===== src/hdl/isti_pkg.sv =====
`default_nettype none
// ----------------------------------------------------------------------------
// isti_pkg
// Shared constants and command/status types of the IMU sample interpolator.
// ----------------------------------------------------------------------------
package isti_pkg;

	localparam int STORE_DEPTH = 256;
	localparam int IDX_W = $clog2(STORE_DEPTH);
	localparam int CNT_W = $clog2(STORE_DEPTH + 1);

	localparam logic [1:0] OP_APPEND = 2'd0;
	localparam logic [1:0] OP_QUERY  = 2'd1;
	localparam logic [1:0] OP_CLEAR  = 2'd2;
	// Opcode with no meaning: the request is taken and dropped.
	localparam logic [1:0] OP_IGNORE = 2'd3;

	localparam logic [2:0] ST_STORED  = 3'd0;
	localparam logic [2:0] ST_FULL    = 3'd1;
	localparam logic [2:0] ST_ORDER   = 3'd2;
	localparam logic [2:0] ST_EMPTY   = 3'd3;
	localparam logic [2:0] ST_FIRST   = 3'd4;
	localparam logic [2:0] ST_LAST    = 3'd5;
	localparam logic [2:0] ST_INTERP  = 3'd6;
	localparam logic [2:0] ST_CLEARED = 3'd7;

	// Datapath commands issued by the controller.
	typedef struct packed {
		logic             latch_in;   // capture the input request
		logic             write_smp;  // store the captured sample at count
		logic             clr_cnt;
		logic             rd_en;      // read the memories at rd_addr
		logic [IDX_W-1:0] rd_addr;
		logic             cap_lo;     // capture read data as the lower sample
		logic             cap_hi;     // capture read data as the upper sample
		logic             div_start;
		logic             blank;      // load result: blank axes
		logic             sample;     // load result: read sample unchanged
		logic             interp;     // load result: interpolated axes
		logic [2:0]       status;
	} ctl_t;

	// Status returned by the datapath.
	typedef struct packed {
		logic [CNT_W-1:0] count;
		logic [31:0]      rd_time;   // registered read time
		logic [31:0]      in_time;
		logic             div_done;
	} sts_t;

endpackage
`default_nettype wire


===== src/hdl/isti_ctrl.sv =====
`default_nettype none
// ----------------------------------------------------------------------------
// isti_ctrl
// Controller: decodes a request, runs the binary search over the stored
// times and sequences the divider and the result handshake.
// ----------------------------------------------------------------------------
module isti_ctrl (
	input  wire logic            clk,
	input  wire logic            arst_n,
	input  wire logic            in_valid,
	output logic                 in_stall,
	input  wire logic [1:0]      opcode,
	output logic                 out_valid,
	input  wire logic            out_stall,
	input  wire isti_pkg::sts_t  sts,
	output isti_pkg::ctl_t       ctl
);

	localparam logic [3:0] S_IDLE   = 4'd0;
	localparam logic [3:0] S_DEC    = 4'd1;
	localparam logic [3:0] S_RDLAST = 4'd2;
	localparam logic [3:0] S_APCHK  = 4'd3;
	localparam logic [3:0] S_RDFST  = 4'd4;
	localparam logic [3:0] S_FSTCHK = 4'd5;
	localparam logic [3:0] S_LSTCHK = 4'd6;
	localparam logic [3:0] S_SRCH   = 4'd7;
	localparam logic [3:0] S_SCHK   = 4'd8;
	localparam logic [3:0] S_RDHI   = 4'd9;
	localparam logic [3:0] S_RDLO   = 4'd10;
	localparam logic [3:0] S_CAPLO  = 4'd11;
	localparam logic [3:0] S_DIV    = 4'd12;
	localparam logic [3:0] S_DIVW   = 4'd13;
	localparam logic [3:0] S_OUT    = 4'd14;

	localparam int CW = isti_pkg::CNT_W;

	logic [3:0]    state_q;
	logic [1:0]    op_q;
	logic [CW-1:0] lo_q, hi_q;
	logic [CW-1:0] mid;
	logic [CW-1:0] last;

	assign in_stall = (state_q != S_IDLE);
	assign out_valid = (state_q == S_OUT);
	assign mid = lo_q + ((hi_q - lo_q) >> 1);
	assign last = sts.count - 1'b1;

	always_ff @(posedge clk or negedge arst_n) begin
		if (!arst_n) begin
			state_q <= S_IDLE;
			op_q <= isti_pkg::OP_APPEND;
			lo_q <= '0;
			hi_q <= '0;
		end else begin
			case (state_q)
				S_IDLE: if (in_valid && opcode != isti_pkg::OP_IGNORE) begin
					op_q <= opcode;
					state_q <= S_DEC;
				end
				S_DEC: begin
					case (op_q)
						isti_pkg::OP_APPEND:
							if (sts.count >= CW'(isti_pkg::STORE_DEPTH)) state_q <= S_OUT;
							else if (sts.count == '0) state_q <= S_OUT;
							else state_q <= S_RDLAST;
						isti_pkg::OP_QUERY:
							if (sts.count == '0) state_q <= S_OUT;
							else state_q <= S_RDFST;
						default: state_q <= S_OUT;
					endcase
				end
				S_RDLAST: state_q <= S_APCHK;
				S_APCHK: state_q <= S_OUT;
				S_RDFST: state_q <= S_FSTCHK;
				S_FSTCHK: if (sts.in_time <= sts.rd_time) state_q <= S_OUT;
					else state_q <= S_RDLAST;
				S_LSTCHK: state_q <= S_OUT;
				S_SRCH: state_q <= S_SCHK;
				S_SCHK: begin
					if (sts.rd_time < sts.in_time) lo_q <= mid + 1'b1;
					else hi_q <= mid;
					state_q <= S_SRCH;
					if ((sts.rd_time < sts.in_time) ? (mid + 1'b1 == hi_q) : (lo_q == mid))
						state_q <= S_RDHI;
				end
				S_RDHI: state_q <= S_RDLO;
				S_RDLO: state_q <= S_CAPLO;
				S_CAPLO: state_q <= S_DIV;
				S_DIV: state_q <= S_DIVW;
				S_DIVW: if (sts.div_done) state_q <= S_OUT;
				S_OUT: if (!out_stall) state_q <= S_IDLE;
				default: state_q <= S_IDLE;
			endcase
			// Query reaching the last-sample check: last read came from RDLAST.
			if (state_q == S_APCHK && op_q == isti_pkg::OP_QUERY) begin
				if (sts.in_time >= sts.rd_time) state_q <= S_OUT;
				else begin
					lo_q <= '0;
					hi_q <= sts.count;
					state_q <= S_SRCH;
				end
			end
		end
	end

	always_comb begin
		ctl = '0;
		ctl.latch_in = (state_q == S_IDLE) && in_valid;
		ctl.rd_addr = '0;
		case (state_q)
			S_DEC: begin
				if (op_q == isti_pkg::OP_APPEND) begin
					if (sts.count >= CW'(isti_pkg::STORE_DEPTH)) begin
						ctl.blank = 1'b1;
						ctl.status = isti_pkg::ST_FULL;
					end else if (sts.count == '0) begin
						ctl.blank = 1'b1;
						ctl.status = isti_pkg::ST_STORED;
						ctl.write_smp = 1'b1;
					end
				end else if (op_q == isti_pkg::OP_QUERY) begin
					if (sts.count == '0) begin
						ctl.blank = 1'b1;
						ctl.status = isti_pkg::ST_EMPTY;
					end
				end else begin
					ctl.blank = 1'b1;
					ctl.status = isti_pkg::ST_CLEARED;
					ctl.clr_cnt = 1'b1;
				end
			end
			S_RDLAST: begin
				ctl.rd_en = 1'b1;
				ctl.rd_addr = last[isti_pkg::IDX_W-1:0];
			end
			S_APCHK: begin
				if (op_q == isti_pkg::OP_APPEND) begin
					ctl.blank = 1'b1;
					if (sts.in_time <= sts.rd_time) ctl.status = isti_pkg::ST_ORDER;
					else begin
						ctl.status = isti_pkg::ST_STORED;
						ctl.write_smp = 1'b1;
					end
				end else if (sts.in_time >= sts.rd_time) begin
					ctl.sample = 1'b1;
					ctl.status = isti_pkg::ST_LAST;
				end
			end
			S_RDFST: ctl.rd_en = 1'b1;
			S_FSTCHK: if (sts.in_time <= sts.rd_time) begin
				ctl.sample = 1'b1;
				ctl.status = isti_pkg::ST_FIRST;
			end
			S_SRCH: begin
				ctl.rd_en = 1'b1;
				ctl.rd_addr = mid[isti_pkg::IDX_W-1:0];
			end
			S_RDHI: begin
				ctl.rd_en = 1'b1;
				ctl.rd_addr = lo_q[isti_pkg::IDX_W-1:0];
			end
			S_RDLO: begin
				ctl.rd_en = 1'b1;
				ctl.rd_addr = lo_q[isti_pkg::IDX_W-1:0] - 1'b1;
				ctl.cap_hi = 1'b1;
			end
			S_CAPLO: ctl.cap_lo = 1'b1;
			S_DIV: ctl.div_start = 1'b1;
			S_DIVW: if (sts.div_done) ctl.interp = 1'b1;
			default: ;
		endcase
	end

endmodule
`default_nettype wire


===== config.mk =====
export PLATFORM = sky130hd
export DESIGN_NAME = isti_ctrl
export DESIGN_NICKNAME = d
export VERILOG_FILES = /design/src/hdl/isti_pkg.sv /design/src/hdl/isti_ctrl.sv
export SDC_FILE = /design/constraint.sdc
export NUM_CORES = 1
export LEC_CHECK = 0
export BUFFER_PORTS_ARGS = -buffer_cell sky130_fd_sc_hd__buf_2
export CELL_PAD_IN_SITES_DETAIL_PLACEMENT = 1
export CELL_PAD_IN_SITES_GLOBAL_PLACEMENT = 1
export CORE_MARGIN = 2
export CORE_UTILIZATION = 39
export CTS_CLUSTER_DIAMETER = 30
export DETAILED_ROUTE_END_ITERATION = 16
export PLACE_DENSITY_LB_ADDON = 0.1
export SLEW_MARGIN = 30
export SYNTH_ARGS = -nofsm -noshare
export SYNTH_HDL_FRONTEND = slang
export SYNTH_SLANG_ARGS = --single-unit

===== constraint.sdc =====
create_clock -name clk -period 5.85 [get_ports clk]
set_input_delay 1.755 -clock clk [delete_from_list [all_inputs] [get_ports clk]]
set_output_delay 1.755 -clock clk [all_outputs]
set_load 0.005 [all_outputs]

==> run metrics <==
status finished clean; register area 602 sq um; drt total wl 12800 um; largest cells by area after synthesis ha_1 16%, dfrtp_1 16%, xnor2_1 6.3%; Final #Nets 753; largest area contributor in the netlist ha_1; Starting DRT DRC Count 104; Final Cycle Share 0.967; CP endpoint kind output pin; TritonCTS buffer count 3; dpl hpwl 10600 um; chip width 104 um; Worst-Skew Late Latency 0.28 ns; IO Pins 103; share of cells above drive strength 1 0.230; first-pass GRT wire length 21000 um; RSZ-0062 raised after global routing no; Max Fclk 0.177 GHz; CTS hold repair buffers 0; site row count 36; input/output buffers 102; Post-synth top flop dfrtp_1; crit path time final 5.65 ns; Buf/Inv on CP 5; critical path data required time 4.09 ns; setup_tns 0 ns; routed length per placed instance 16.9 um; EDFF count, synth 0; grt total ovfl 0; footprint of the multi-input gates 3040 sq um; Pre-antenna DRT Iters 4; Setup Crit Path Kind in2out; distinct cell type count after synthesis 62; clk slew on worst S/H paths 0.09 ns; CTS root buffer clkbuf_8; Mean Syn Cell Area 7.47 sq um; Die Span Y 104 um; DR vias/cell 5.57; critical path arrival 3.90 ns; Worst-Margin Slew 0.737 ns; Crit Path Max Fanout 4; Mapped Area 3860 sq um; clk buf depth 2; most common cell after layout, fill and taps aside buf_2; critical-path cell list buf_2 > inv_1 > ha_1 > nand4_1 > nor4_1 > buf_4 > and2_1 > a31oi_2 > o22a_1 > buf_4 > nand2_1 > o21ai_0 > o31ai_1 > buf_2; HP Class reg2reg; Max Clock Skew 0.00419 ns; antenna violations before repair 0; final setup violating endpoints 0; worst slew margin relative to its limit 0.505; remaining antenna violation count after routing 0; Syn Inst Count 517; #FFs+latches synth 24; final slew viol count 0; CTS tree built; DRC 0; effective utilization at floorplan 0.399; largest net degree at the start of global routing 29; CP peak stage delay 0.31 ns; # diodes 0; top cell type's share of synthesized area 0.159; GPL Wtd Cong 0.839; synth warn 0; die area 10700 sq um; crit-path leading delay family simple AND/OR/NAND/NOR gates; Post-Syn Nets 648; final hold viol count 0; vias in the first global route 4307; Async SR Flop Fraction 1.00; commonest cells after routing, fill and taps aside 102 x buf_2, 52 x inv_1, 49 x ha_1; CP max stage cell ha_1; CP Launch Type input port; clk sinks 24; Vias 4199; total track usage 0.233; fill cell count 1255; core area 9680 sq um; Synth-to-Final Area Change 21.3%; register area share after synthesis 0.155; H-tree Lvls 1; max cap viols 0
routing by layer:
| metal | wire, um | share of wire | global-route usage | up-vias |
|---|---|---|---|---|
| met4 | 67 | 0.0052 | 0.0309 | 0 |
| met2 | 6180 | 0.48 | 0.412 | 80 |
| li1 | - | - | - | 2049 |
| met1 | 6140 | 0.48 | 0.317 | 2064 |
| met5 | 0 | 0 | 0 | - |
| met3 | 385 | 0.030 | 0.0239 | 6 |
path summary, 6_finish.rpt:
kind                                   start                endpoint  slack (ns)  cells past startpoint
max reg2reg                lo_q[1]$_DFF_PN0_  state_q[2]$_DFFE_PN0P_        1.13                     17
min                        hi_q[8]$_DFF_PN0_       hi_q[8]$_DFF_PN0_        0.61                      2
min in group asynchronous             arst_n       hi_q[1]$_DFF_PN0_        1.47                      1
max in group asynchronous             arst_n       lo_q[1]$_DFF_PN0_        3.96                      1
min reg2reg                hi_q[8]$_DFF_PN0_       hi_q[8]$_DFF_PN0_        0.61                      2
max                                  sts[64]                  ctl[2]        0.20                     14
cell usage after synthesis (all sizes together), types with 5 or more instances:
library cell / number
o21a: 5
xnor2: 28
ha: 49
and2: 5
nand2b: 11
nand2: 41
a21oi: 37
a22oi: 6
mux2i: 13
nor2: 48
nor3: 17
a21o: 6
dfrtp: 24
inv: 54
nand4: 5
o21ai: 31
clkbuf: 16
or2: 5
nand3: 14
a211oi: 8
o21bai: 5
xor2: 13
nor2b: 7
o31ai: 5
worst register-to-register path, cell delays in order (launching register included):
cell and delay, ns:
dfrtp_2 0.48, clkinvlp_4 0.15, ha_1 0.30, a21o_1 0.16, a21oi_1 0.23, o21bai_1 0.11, a21oi_2 0.21, xnor2_1 0.15
ha_1 0.35, a21o_1 0.25, a31oi_1 0.33, xor2_1 0.18, buf_4 0.20, nor3b_1 0.46, nand2_1 0.14, xor3_1 0.45
o311ai_2 0.34, nand3_1 0.10
logic make-up (layout without fill, tap and decap cells):
kind of cell | count (synthesis) | count (layout) | share of synthesized area
multiplexers | 15 | 15 | 0.0395
adder cells (fa/ha/maj) | 51 | 51 | 0.169
AO/OA/AOI/OAI | 140 | 140 | 0.239
flip-flops | 24 | 24 | 0.155
XOR/XNOR | 43 | 43 | 0.105
AND/OR/NAND/NOR | 173 | 173 | 0.222
buffers and inverters | 71 | 175 | 0.0709
what timing repair did:
| action | CTS | global route |
|---|---|---|
| buffers inserted | 0 | 2 |
| endpoints found under the setup margin | 0 | 7 |
| gates resized for setup | 0 | 11 |
| endpoints found under the hold margin | 0 | 0 |
area by class of cell:
type | instances | area share
Multi-Input combinational cell | 422 | 0.647
Timing Repair Buffer | 117 | 0.133
Sequential cell | 24 | 0.128
Inverter | 54 | 0.0440
Tap cell | 133 | 0.0355
Clock buffer | 4 | 0.0117
sequential cells by signal, indices dropped and copies added (netlist names):
signal   cells
lo_q         9
state_q      4
op_q         2
hi_q         9
through the flow:
stage	hold WS (ns)	instances	utilization	cell area [sq um]	setup slack, ns
3_5_place_dp	0.589	748	0.472	4570	0.0769
5_1_grt	0.666	754	0.484	4690	0.00603
6_report	0.611	754	0.484	4690	0.196
2_1_floorplan	0.543	517	-	3860	0.470
3_3_place_gp	0.571	748	0.472	4570	0.105
4_1_cts	0.607	752	0.477	4620	0.0297
Power is not shown: default switching activity piles up to over one toggle a cycle in this logic, so the estimate is an artifact.
